==> src/hdl/tcwc_pkg.sv <==
// Shared types, constants and the microcode ROM of the congestion window controller.
package tcwc_pkg;

  localparam int WINDOW_BITS_DEF = 24;
  localparam int TIME_BITS_DEF   = 32;

  localparam int SEQ_W   = 24;
  localparam int RTT_W   = 32;
  localparam int DELAY_W = 40;
  localparam int WGT_W   = 9;
  localparam int OFS_W   = 16;
  localparam int ADDR_W  = 4;

  localparam logic [RTT_W-1:0]   RTT_MAX   = '1;
  localparam logic [DELAY_W-1:0] DELAY_MAX = '1;
  localparam logic [WGT_W-1:0]   WGT_ONE   = 9'd256;

  // register reset values
  localparam logic [SEQ_W-1:0] FLOW_SIZE_RST   = 24'd1024;
  localparam logic [WGT_W-1:0] EWMA_WEIGHT_RST = 9'd224;
  localparam logic [OFS_W-1:0] RTT_OFFSET_RST  = 16'd0;
  localparam logic [RTT_W-1:0] RTT_INITIAL_RST = 32'd25600;

  // register indexes (byte address bits [3:2])
  localparam logic [1:0] REG_FLOW_SIZE   = 2'd0;
  localparam logic [1:0] REG_EWMA_WEIGHT = 2'd1;
  localparam logic [1:0] REG_RTT_OFFSET  = 2'd2;
  localparam logic [1:0] REG_RTT_INITIAL = 2'd3;

  // request opcodes
  localparam logic [1:0] OP_START   = 2'd0;
  localparam logic [1:0] OP_ACK     = 2'd1;
  localparam logic [1:0] OP_TIMEOUT = 2'd2;

  localparam logic KIND_SEND = 1'b0;
  localparam logic KIND_DONE = 1'b1;

  typedef enum logic [1:0] {
    MODE_UNSET = 2'd0,
    MODE_ARMED = 2'd1,
    MODE_VALUE = 2'd2
  } thresh_mode_e;

  typedef enum logic [3:0] {
    ALU_NOP,
    ALU_START,
    ALU_PREP,
    ALU_DIVSTEP,
    ALU_SUM1,
    ALU_SUM2,
    ALU_GROW,
    ALU_TIMEOUT,
    ALU_SEND,
    ALU_EMIT,
    ALU_DONE
  } alu_e;

  typedef enum logic [2:0] {
    J_NEXT,
    J_GOTO,
    J_DISPATCH,
    J_ACKCHK,
    J_LOOP,
    J_OUT
  } jmp_e;

  typedef logic [3:0] upc_t;

  localparam upc_t UA_WAIT  = 4'd0;
  localparam upc_t UA_ACK   = 4'd1;
  localparam upc_t UA_PREP  = 4'd2;
  localparam upc_t UA_DIV   = 4'd3;
  localparam upc_t UA_SUM1  = 4'd4;
  localparam upc_t UA_SUM2  = 4'd5;
  localparam upc_t UA_GROW  = 4'd6;
  localparam upc_t UA_SEND  = 4'd7;
  localparam upc_t UA_EMIT  = 4'd8;
  localparam upc_t UA_START = 4'd9;
  localparam upc_t UA_TMO   = 4'd10;
  localparam upc_t UA_DONE  = 4'd11;

  typedef struct packed {
    alu_e op;
    jmp_e jmp;
    upc_t target;
  } ucode_t;

  function automatic ucode_t ucode_rom(input upc_t addr);
    ucode_t w;
    case (addr)
      UA_WAIT:  w = '{op: ALU_NOP,     jmp: J_DISPATCH, target: UA_WAIT};
      UA_ACK:   w = '{op: ALU_NOP,     jmp: J_ACKCHK,   target: UA_WAIT};
      UA_PREP:  w = '{op: ALU_PREP,    jmp: J_NEXT,     target: UA_WAIT};
      UA_DIV:   w = '{op: ALU_DIVSTEP, jmp: J_LOOP,     target: UA_DIV};
      UA_SUM1:  w = '{op: ALU_SUM1,    jmp: J_NEXT,     target: UA_WAIT};
      UA_SUM2:  w = '{op: ALU_SUM2,    jmp: J_NEXT,     target: UA_WAIT};
      UA_GROW:  w = '{op: ALU_GROW,    jmp: J_NEXT,     target: UA_WAIT};
      UA_SEND:  w = '{op: ALU_SEND,    jmp: J_NEXT,     target: UA_WAIT};
      UA_EMIT:  w = '{op: ALU_EMIT,    jmp: J_OUT,      target: UA_WAIT};
      UA_START: w = '{op: ALU_START,   jmp: J_GOTO,     target: UA_SEND};
      UA_TMO:   w = '{op: ALU_TIMEOUT, jmp: J_GOTO,     target: UA_SEND};
      UA_DONE:  w = '{op: ALU_DONE,    jmp: J_OUT,      target: UA_WAIT};
      default:  w = '{op: ALU_NOP,     jmp: J_GOTO,     target: UA_WAIT};
    endcase
    return w;
  endfunction

endpackage

==> src/hdl/tcp_congestion_window_control.sv <==
// Congestion window controller: microcoded sequencer over a small arithmetic datapath.
// Start and timeout requests: a START or TMO step, then SEND and EMIT; EMIT loads the output register.
// Ack requests: ACK check, PREP, a one-bit-per-cycle restoring divide of the 9 + TIME_BITS bit
//   RTT sample by the window, then SUM1, SUM2, GROW, SEND and EMIT.
// One request in flight; the next is taken once the sequencer is back in its wait step.
// Async active-low reset loads register defaults, window 1, slow start, sequence 0.
module tcp_congestion_window_control #(
  parameter int WINDOW_BITS = tcwc_pkg::WINDOW_BITS_DEF,
  parameter int TIME_BITS   = tcwc_pkg::TIME_BITS_DEF
) (
  input  logic                        clk_i,
  input  logic                        rst_ni,
  // configuration
  input  logic                        psel,
  input  logic                        penable,
  input  logic                        pwrite,
  input  logic [tcwc_pkg::ADDR_W-1:0] paddr,
  input  logic [31:0]                 pwdata,
  output logic [31:0]                 prdata,
  output logic                        pready,
  // request channel
  input  logic                        in_valid_i,
  output logic                        in_ready_o,
  input  logic [1:0]                  op_i,
  input  logic [tcwc_pkg::SEQ_W-1:0]  acked_seq_i,
  input  logic [TIME_BITS-1:0]        now_i,
  // result channel
  output logic                        out_valid_o,
  input  logic                        out_ready_i,
  output logic                        kind_o,
  output logic [tcwc_pkg::SEQ_W-1:0]  send_seq_o,
  output logic [tcwc_pkg::SEQ_W-1:0]  send_size_o,
  output logic [tcwc_pkg::DELAY_W-1:0] timeout_delay_o
);
  import tcwc_pkg::*;

  localparam int WB   = WINDOW_BITS;
  localparam int TB   = TIME_BITS;
  localparam int DIVW = WGT_W + TB;
  localparam int QW   = (DIVW > RTT_W) ? DIVW : RTT_W + 1;
  localparam int CNTW = $clog2(DIVW);
  localparam int CMPW = (WB > SEQ_W) ? WB : SEQ_W;
  localparam int PW   = RTT_W + WB;
  localparam int T1W  = WGT_W + RTT_W;

  localparam logic [WB-1:0]   WIN_MAX  = '1;
  localparam logic [WB-1:0]   WIN_ONE  = WB'(1);
  localparam logic [CNTW-1:0] CNT_LAST = CNTW'(DIVW - 1);

  // configuration registers
  logic [SEQ_W-1:0] flow_size_q;
  logic [WGT_W-1:0] ewma_weight_q;
  logic [OFS_W-1:0] rtt_offset_q;
  logic [RTT_W-1:0] rtt_initial_q;

  // architectural state
  logic [WB-1:0]    cwnd_q, cwnd_d;
  logic [WB-1:0]    thr_q, thr_d;
  thresh_mode_e     mode_q, mode_d;
  logic             ss_q, ss_d;
  logic [SEQ_W-1:0] rem_q, rem_d;
  logic [TB-1:0]    stime_q, stime_d;
  logic [SEQ_W-1:0] seq_q, seq_d;
  logic [RTT_W-1:0] rtt_q, rtt_d;

  // sequencer
  upc_t   upc_q, upc_d;
  ucode_t uw;

  // work registers
  logic [SEQ_W-1:0] ack_q;
  logic [TB-1:0]    now_q;
  logic [RTT_W-1:0] t1_q, t1_d;
  logic [DIVW-1:0]  dvd_q, dvd_d;
  logic [WB-1:0]    rr_q, rr_d;
  logic [WB-1:0]    divr_q, divr_d;
  logic [CNTW-1:0]  cnt_q, cnt_d;
  logic [PW-1:0]    mul_q, mul_d;

  // output register
  logic                 out_valid_q, out_valid_d;
  logic                 kind_q, kind_d;
  logic [SEQ_W-1:0]     oseq_q, oseq_d;
  logic [SEQ_W-1:0]     osize_q, osize_d;
  logic [DELAY_W-1:0]   odly_q, odly_d;

  logic in_fire, out_free, cfg_wr;

  // datapath intermediates
  logic [WGT_W-1:0] w_cap, w_inv;
  logic [TB-1:0]    elapsed;
  logic [T1W-1:0]   t1_prod;
  logic [T1W-9:0]   t1_sh;
  logic [WB:0]      trial;
  logic [QW-1:0]    q_ext;
  logic [RTT_W-1:0] q_sat;
  logic [RTT_W:0]   sum1, sum2;
  logic [WB:0]      grow;
  logic [WB-1:0]    grow_c;
  logic [PW-1:0]    mul_sh;

  assign pready      = 1'b1;
  assign cfg_wr      = psel & penable & pwrite;
  assign in_ready_o  = (upc_q == UA_WAIT);
  assign in_fire     = in_valid_i & in_ready_o;
  assign out_free    = ~out_valid_q | out_ready_i;
  assign out_valid_o = out_valid_q;
  assign kind_o          = kind_q;
  assign send_seq_o      = oseq_q;
  assign send_size_o     = osize_q;
  assign timeout_delay_o = odly_q;

  always_comb begin
    case (paddr[3:2])
      REG_FLOW_SIZE:   prdata = 32'(flow_size_q);
      REG_EWMA_WEIGHT: prdata = 32'(ewma_weight_q);
      REG_RTT_OFFSET:  prdata = 32'(rtt_offset_q);
      REG_RTT_INITIAL: prdata = rtt_initial_q;
      default:         prdata = '0;
    endcase
  end

  assign uw = ucode_rom(upc_q);

  // arithmetic pieces
  assign w_cap   = (ewma_weight_q > WGT_ONE) ? WGT_ONE : ewma_weight_q;
  assign w_inv   = WGT_ONE - w_cap;
  assign elapsed = now_q - stime_q;
  assign t1_prod = T1W'(w_cap) * T1W'(rtt_q);
  assign t1_sh   = t1_prod[T1W-1:8];
  assign trial   = {rr_q, dvd_q[DIVW-1]};
  assign q_ext   = QW'(dvd_q);
  assign q_sat   = (q_ext > QW'(RTT_MAX)) ? RTT_MAX : q_ext[RTT_W-1:0];
  assign sum1    = (RTT_W+1)'(t1_q) + (RTT_W+1)'(q_sat);
  assign sum2    = (RTT_W+1)'(t1_q) + (RTT_W+1)'(rtt_offset_q);
  assign grow    = ss_q ? {cwnd_q, 1'b0} : ((WB+1)'(cwnd_q) + (WB+1)'(1));
  assign grow_c  = grow[WB] ? WIN_MAX : grow[WB-1:0];
  assign mul_sh  = mul_q >> 8;

  always_comb begin
    cwnd_d  = cwnd_q;
    thr_d   = thr_q;
    mode_d  = mode_q;
    ss_d    = ss_q;
    rem_d   = rem_q;
    stime_d = stime_q;
    seq_d   = seq_q;
    rtt_d   = rtt_q;
    t1_d    = t1_q;
    dvd_d   = dvd_q;
    rr_d    = rr_q;
    divr_d  = divr_q;
    cnt_d   = cnt_q;
    mul_d   = mul_q;
    kind_d  = kind_q;
    oseq_d  = oseq_q;
    osize_d = osize_q;
    odly_d  = odly_q;
    out_valid_d = out_valid_q & ~out_ready_i;

    case (uw.op)
      ALU_START: begin
        cwnd_d = WIN_ONE;
        ss_d   = 1'b1;
        mode_d = MODE_UNSET;
        rem_d  = flow_size_q;
        rtt_d  = rtt_initial_q;
      end
      ALU_PREP: begin
        if (mode_q == MODE_UNSET) mode_d = MODE_ARMED;
        t1_d   = (t1_sh > (T1W-8)'(RTT_MAX)) ? RTT_MAX : t1_sh[RTT_W-1:0];
        dvd_d  = DIVW'(w_inv) * DIVW'(elapsed);
        rr_d   = '0;
        divr_d = (cwnd_q == '0) ? WIN_ONE : cwnd_q;
        cnt_d  = CNT_LAST;
      end
      ALU_DIVSTEP: begin
        // restoring divide, quotient bits shift in behind the dividend
        if (trial >= (WB+1)'(divr_q)) begin
          rr_d  = WB'(trial - (WB+1)'(divr_q));
          dvd_d = {dvd_q[DIVW-2:0], 1'b1};
        end else begin
          rr_d  = trial[WB-1:0];
          dvd_d = {dvd_q[DIVW-2:0], 1'b0};
        end
        cnt_d = cnt_q - CNTW'(1);
      end
      ALU_SUM1: begin
        t1_d  = sum1[RTT_W] ? RTT_MAX : sum1[RTT_W-1:0];
        rem_d = (CMPW'(rem_q) > CMPW'(cwnd_q)) ? SEQ_W'(CMPW'(rem_q) - CMPW'(cwnd_q)) : '0;
      end
      ALU_SUM2: begin
        rtt_d = sum2[RTT_W] ? RTT_MAX : sum2[RTT_W-1:0];
        if (mode_q == MODE_VALUE && cwnd_q >= thr_q) ss_d = 1'b0;
      end
      ALU_GROW: begin
        cwnd_d = (CMPW'(grow_c) > CMPW'(rem_q)) ? WB'(rem_q) : grow_c;
      end
      ALU_TIMEOUT: begin
        rtt_d = (rtt_q[RTT_W-1 -: 4] != '0) ? RTT_MAX : {rtt_q[RTT_W-5:0], 4'b0};
        if (mode_q == MODE_ARMED) begin
          thr_d  = cwnd_q;
          mode_d = MODE_VALUE;
        end
        if (cwnd_q != WIN_ONE) begin
          thr_d  = cwnd_q >> 1;
          mode_d = MODE_VALUE;
        end
        cwnd_d = WIN_ONE;
        ss_d   = 1'b1;
      end
      ALU_SEND: begin
        stime_d = now_q;
        seq_d   = seq_q + SEQ_W'(1);
        mul_d   = PW'(rtt_q) * PW'(cwnd_q);
      end
      ALU_EMIT: begin
        if (out_free) begin
          out_valid_d = 1'b1;
          kind_d  = KIND_SEND;
          oseq_d  = seq_q;
          osize_d = SEQ_W'(cwnd_q);
          odly_d  = (mul_sh > PW'(DELAY_MAX)) ? DELAY_MAX : mul_sh[DELAY_W-1:0];
        end
      end
      ALU_DONE: begin
        if (out_free) begin
          out_valid_d = 1'b1;
          kind_d  = KIND_DONE;
          oseq_d  = '0;
          osize_d = '0;
          odly_d  = '0;
        end
      end
      default: ;
    endcase
  end

  // next step
  always_comb begin
    upc_d = upc_q + upc_t'(1);
    case (uw.jmp)
      J_NEXT: upc_d = upc_q + upc_t'(1);
      J_GOTO: upc_d = uw.target;
      J_DISPATCH: begin
        upc_d = UA_WAIT;
        if (in_fire) begin
          case (op_i)
            OP_START:   upc_d = UA_START;
            OP_ACK:     upc_d = UA_ACK;
            OP_TIMEOUT: upc_d = UA_TMO;
            default:    upc_d = UA_WAIT;
          endcase
        end
      end
      J_ACKCHK: begin
        if (rem_q == '0)        upc_d = UA_DONE;
        else if (ack_q < seq_q) upc_d = uw.target;
        else                    upc_d = upc_q + upc_t'(1);
      end
      J_LOOP: upc_d = (cnt_q != '0) ? uw.target : upc_q + upc_t'(1);
      J_OUT:  upc_d = out_free ? uw.target : upc_q;
      default: upc_d = UA_WAIT;
    endcase
  end

  always_ff @(posedge clk_i or negedge rst_ni) begin
    if (!rst_ni) begin
      flow_size_q   <= FLOW_SIZE_RST;
      ewma_weight_q <= EWMA_WEIGHT_RST;
      rtt_offset_q  <= RTT_OFFSET_RST;
      rtt_initial_q <= RTT_INITIAL_RST;
      upc_q       <= UA_WAIT;
      out_valid_q <= 1'b0;
      cwnd_q  <= WIN_ONE;
      thr_q   <= '0;
      mode_q  <= MODE_UNSET;
      ss_q    <= 1'b1;
      rem_q   <= FLOW_SIZE_RST;
      stime_q <= '0;
      seq_q   <= '0;
      rtt_q   <= RTT_INITIAL_RST;
    end else begin
      if (cfg_wr) begin
        case (paddr[3:2])
          REG_FLOW_SIZE:   flow_size_q   <= pwdata[SEQ_W-1:0];
          REG_EWMA_WEIGHT: ewma_weight_q <= pwdata[WGT_W-1:0];
          REG_RTT_OFFSET:  rtt_offset_q  <= pwdata[OFS_W-1:0];
          REG_RTT_INITIAL: rtt_initial_q <= pwdata;
          default: ;
        endcase
      end
      upc_q       <= upc_d;
      out_valid_q <= out_valid_d;
      cwnd_q  <= cwnd_d;
      thr_q   <= thr_d;
      mode_q  <= mode_d;
      ss_q    <= ss_d;
      rem_q   <= rem_d;
      stime_q <= stime_d;
      seq_q   <= seq_d;
      rtt_q   <= rtt_d;
    end
  end

  always_ff @(posedge clk_i) begin
    if (in_fire) begin
      ack_q <= acked_seq_i;
      now_q <= now_i;
    end
    t1_q    <= t1_d;
    dvd_q   <= dvd_d;
    rr_q    <= rr_d;
    divr_q  <= divr_d;
    cnt_q   <= cnt_d;
    mul_q   <= mul_d;
    kind_q  <= kind_d;
    oseq_q  <= oseq_d;
    osize_q <= osize_d;
    odly_q  <= odly_d;
  end

endmodule
==> config.mk <==
export PLATFORM = sky130hd
export DESIGN_NAME = tcp_congestion_window_control
export DESIGN_NICKNAME = d
export VERILOG_FILES = /design/src/hdl/tcwc_pkg.sv /design/src/hdl/tcp_congestion_window_control.sv
export SDC_FILE = /design/constraint.sdc
export NUM_CORES = 2
export LEC_CHECK = 0
export ABC_CLOCK_PERIOD_IN_PS = 7190
export CORE_UTILIZATION = 35
export CTS_BUF_LIST = sky130_fd_sc_hd__clkbuf_8
export DETAILED_ROUTE_END_ITERATION = 10
export DONT_BUFFER_PORTS = 1
export PLACE_DENSITY = 0.6
export SLEW_MARGIN = 20
export SYNTH_ARGS = -nofsm -noshare
export SYNTH_HDL_FRONTEND = slang
export SYNTH_SLANG_ARGS = --single-unit
==> constraint.sdc <==
create_clock -name clk_i -period 7.19 [get_ports clk_i]
set_input_delay 1.0785 -clock clk_i [delete_from_list [all_inputs] [get_ports clk_i]]
set_output_delay 1.0785 -clock clk_i [all_outputs]
set_load 0.01 [all_outputs]
Word level (Yosys, flattened, before mapping) --
Memory sizes are Yosys's and may differ from the RTL's. Cells that the tools add are included.
Operators by class: $add $sub $neg 10, $mul 3, magnitude comparators 9, equal/unequal tests 29, muxes and demuxes 49, bitwise logic cells 7, reduce and logical (&&, ||, !) cells 29
Operator list (count):
- $pmux W24 S2 | 5
- $mux W24 | 9
- $mux W32 | 5
- $pmux W32 S4 | 1
- $mux W40 | 3
- $pmux W32 S3 | 1
- $mul A9 B32 Y41 | 2
- $pmux W41 S2 | 1
- $pmux W40 S2 | 1
- $pmux W32 S2 | 1
- $mul A32 B24 Y56 | 1
- $gt A24 B24 Y1 | 2
- $gt A48 B40 Y1 const B | 1
- $logic_not A24 Y1 | 2
- $sub A24 B24 Y24 | 2
- $gt A41 B32 Y1 const B | 1
- $add A32 B16 Y33 | 1
- $add A32 B32 Y33 | 1
- $gt A33 B32 Y1 const B | 1
- $sub A32 B32 Y32 | 1
- $add A24 B1 Y25 const B | 1
- $ge A25 B24 Y1 | 1
- $mux W25 | 1
- $add A24 B1 Y24 const B | 1
- other kinds (41) | 90
Storage, ports and cells: flip-flop bits (word level) 577, memory bits (read-only) 160, bits of input ports 101, output and inout port bits 124, memories kept 1
Memory list:
- (name not given) | depth 16, bits a word 10, read ports 1, clocked after Yosys merged registers in 0, write ports 0, RTL line tcwc_pkg.sv:90 | case (addr)

Depth between registers and ports, before layout --
depth in word-level cells 6, depth in mapped cells 32

Worst setup path after synthesis --
OpenSTA, ideal clock, no wires.
kind reg-to-reg, start register now_q[0], end register dvd_q[37] (data pin), data arrival time 7.669 ns, required time 7.055 ns, slack -0.614 ns, stages on the path, launching flop included 33, path buffers 0, cells stage by stage edfxtp_1 > inv_1 > ha_1 > inv_1 > fa_1 > a21o_1 > a41oi_1 > a31oi_1 > a2111oi_1 > nor3_1 > o2111ai_2 > a21boi_0 > or4_1 > nand3_1 > nand2_1 > fa_1 > inv_1 > fa_1 > inv_1 > fa_1 > inv_1 > fa_1 > ha_1 > a21o_1 > a21oi_1 > nor2_1 > a211oi_1 > o211ai_1 > a41oi_1 > a211o_1 > o21ai_0 > or4b_2 > nand3_1
On the way: cells in the longest elaborated chain, start to end 3
RTL lines:
- start, declared | RTL line tcp_congestion_window_control.sv:72 | logic [TB-1:0] now_q;
- start signal, assigned | RTL line tcp_congestion_window_control.sv:309 | now_q <= now_i;
- $sub A32 B32 Y32 | RTL line tcp_congestion_window_control.sv:128 | assign elapsed = now_q - stime_q;
- $mul A9 B32 Y41 | RTL line tcp_congestion_window_control.sv:172 | dvd_d = DIVW'(w_inv) * DIVW'(elapsed);
- $pmux W41 S2 | RTL line tcp_congestion_window_control.sv:161 | case (uw.op)
- via dvd_d[37] | RTL line tcp_congestion_window_control.sv:74 | logic [DIVW-1:0] dvd_q, dvd_d;
- end signal, assigned | RTL line tcp_congestion_window_control.sv:312 | dvd_q <= dvd_d;
- end, declared | RTL line tcp_congestion_window_control.sv:74
The timed path passes the listed nets, and every way through them passes these cells. A chain may end at the register's enable or synchronous reset.

Final worst setup path --
start register now_q[0], end register dvd_q[39] (data pin)
The elaborated chain is that of the path after synthesis.

==> summary.md <==
| Metric | Value |
|---|---|
| Worst hold path class | primary input to async pin |
| GP Congestion | 0.923 |
| #FFs+latches synth | 569 |
| Post-Synthesis Cells | 7,938 |
| Port bufs | 0 |
| Via count | between 50k and 60k |
| Biggest cell delay along the critical path | 560 ps |
| Syn Area/Cell | 9.21 um2 |
| Unrepaired setup endpoints after global routing | yes |
| R2r worst-path depth | 33 |
| Core area | 0.207 mm2 |
| Worst-path fanout max | 4 |
| Max Root-Sink Buffers | 3 |
| Synth warn | 0 |
| Iter 0 DRT Violations | 3,958 |
| Post-DP Area | 0.0801 mm2 |
| Failing checks | setup timing |
| Crit Path Class | register to register |
| R2R Setup Slk | -460 ps |
| Initial antenna violation count | 18 |
| Worst path required time | 7810 ps |
| Most used cell, CP | inv_2 |
| Final Slew Violations | 0 |
| Die X | between 400 and 500 um |
| Setup TNS | -4020 ps |
| Hold_ws | 86.1 ps |
| Routed Antenna Nets | 0 |
| Nets | 9,944 |
| First-pass GRT wire length | 341 mm |
| Skew final | 107 ps |
| Critical Path Sink | dvd_q[39] |
| Post-DP HPWL | 175 mm |
| Site Rows | ~170 |
| Via count of the first global-routing pass | 59.3k |
| I/O pin count | 225 |
| Critical path launch point type | register |
| Crit path time final | ~7700 ps |
| DRC viols | 0 |
| H-Tree Depth | 3 |
| Reg2Reg Capture Point | dvd_q[39] |
| Die Ht | 459 um |
| Root Driver | clkbuf_8 |
| Clock-pin slew of the registers on the worst-case setup and hold paths | 70 ps |
| Setup-failing EPs final | 16 |
| Synth-to-layout area growth | 15.5% |
| TritonCTS clock tree | done |
| Num CTS Buffers | 105 |
| DR pass1 iterations | 9 |
| Fill count | approximately 20k |
| Number of synthesized flops with an enable pin | 320 |
| Worst r2r src | now_q[0] |
| Crit end category | register |
| Top_reg_cell synth | edfxtp_1 |
| Post-Synthesis Net Count | 9,630 |
| Final period util | 106% |
| MaxCap Viol Count | 0 |
| Layout cells sized above 1 | 14.9% |
| Wirelength per Cell | between 15 and 20 um |
| Commonest non-fill, non-tap cells in the layout | 1,270 x inv_1, 1,126 x nand2_1, 1,052 x fa_1 |
| Largest net degree at the start of global routing | ~240 |
| Post-synthesis cell type count | 87 |
| Slowest cell on crit path | fa_1 |
| Worst rel slew slack | 24.5% |
| Routed WL | 219 mm |
| Commonest non-fill, non-tap cell in the layout | inv_1 |
| Fin. Hold Viols | 0 |
| DR vias/cell | 5.10 |
| Final non-filler cell area | 0.0845 mm2 |
| Arr. time, crit path | 8280 ps |
| Die Area | 0.211 mm2 |
| Asr flop ratio synth | 43.8% |
| Outcome | finished, violations left |
| CP startpoint | now_q[0] |
| Mapped Area | 0.0731 mm2 |
| Seq/Total Area, Yosys | 21.7% |
| Clk sinks | approximately 570 |
| Initial core utilization | 35.3% |
| Worst-margin pin slew | between 1000 and 1500 ps |
| Setup WS post-layout | -464 ps |
| GRT overflow | 0 |
| Clk_lat worst skew | between 900 and 1000 ps |
| Top achievable clock speed | 0.131 GHz |
| GRT Util Overall | 20.8% |
synth_stat cells, types with 15 or more instances:
cell,n,area (um2)
o21bai_1,25,188
o31ai_1,19,143
a21oi_1,290,1450
buf_1,18,67.6
dfrtp_1,236,5910
ha_1,508,6360
edfxtp_1,320,9610
nand4_1,46,288
o21ai_0,331,1660
xnor2_1,163,1430
o22a_1,33,289
and2_1,462,2890
clkbuf_1,411,1540
nor2b_1,52,325
nand2_1,1146,4300
inv_1,1265,4750
or3_1,22,138
xor2_1,80,701
fa_1,1083,21700
nor2_1,437,1640
a22o_1,17,149
a31oi_1,39,244
nand3_1,116,581
and3_1,39,244
nor3_1,77,385
o21a_1,45,338
mux2i_1,38,380
a21o_1,118,886
a211oi_1,28,210
nand2b_1,47,294
or2_2,44,275
nor4_1,40,250
mux2_2,95,1070
a21boi_0,15,113
through the flow:
| stage | cells | setup slack [ps] | utilization, % |
|---|---|---|---|
| after floorplan | 7938 | -59.9 | - |
| after global placement | 10859 | -546 | 38.7 |
| after detailed placement | 10859 | -626 | 38.7 |
| after CTS | 11083 | -360 | 40.2 |
| after global routing | 11137 | -757 | 40.7 |
| final | 11142 | -464 | 40.8 |
worst max-delay path, delay by kind of cell, from the launching register on:
| family | cells | cell delay (ps) |
|---|---|---|
| AND/OR/NAND/NOR | 5 | 410 |
| XOR/XNOR | 1 | 150 |
| flip-flops | 1 | 380 |
| adder cells (fa/ha/maj) | 7 | 2840 |
| buffers and inverters | 8 | 730 |
| AO/OA/AOI/OAI | 12 | 2870 |
kinds of logic (layout without fill, tap and decap cells):
kind of cell               count (synthesis)  after routing  synth area share [%]
and+or+nand+nor                         2584           2584                  16.5
buffers and inverters                   1702           2104                  8.77
other                                      1             15               0.00513
muxes                                    142            142                  2.26
xor gates and xnor gates                 243            243                  2.91
adders and majority gates               1591           1591                  38.3
AOI/OAI and AO/OA                       1106           1106                  9.51
DFF                                      569            569                  21.7
layer usage:
layer  wire (um)  GRT usage [%]  up-vias  part of all wire, %
met5          69              0        -                0.032
met4        8930           7.93       10                  4.1
met1       92000           26.6    28664                   42
li1            -              -    25952                    -
met2      105000           35.3     1791                   48
met3       12800           2.98      360                  5.9
final cells by class:
class,count,area [um2],share of cell area (%)
clock inverters,77,763,0.903
well taps,2788,3490,4.13
flip-flops and latches,569,15900,18.8
inverters,1266,4750,5.63
diodes,14,35.0,0.0415
clock buffers,118,1620,1.92
repair buffers,643,5730,6.78
multi-input cells,5667,52200,61.8
what timing repair did:
item / 4_1_cts / 5_1_grt
hold buffers: 2 / 0
pin swaps: 128 / 194
endpoints found under the hold margin: 236 / 0
setup endpoints to repair: 43 / 38
gates resized for setup: 144 / 169
setup buffers: 31 / 50
gates cloned: 0 / 1
how the worst min path moves through the flow:
stage | from | end | slack [ps] | cells after the start
2_1_floorplan | seq_q[8] | seq_q[8] | 440 | 1
3_3_place_gp | seq_q[15] | seq_q[15] | 460 | 1
3_5_place_dp | seq_q[14] | seq_q[14] | 470 | 1
4_1_cts | rst_ni | rem_q[10] | 140 | 1
5_1_grt | rst_ni | seq_q[4] | 90 | 1
6_report | rst_ni | stime_q[4] | 90 | 1
flip-flops by register name, indices dropped and copies added, names as in the netlist, 32 cells and up:
signal           count
timeout_delay_o     40
stime_q             32
t1_q                32
dvd_q               41
rtt_q               32
rtt_initial_q       32
now_q               32
mul_q               48
Power is not shown: default switching activity piles up to over one toggle a cycle in this logic, so the estimate is an artifact.
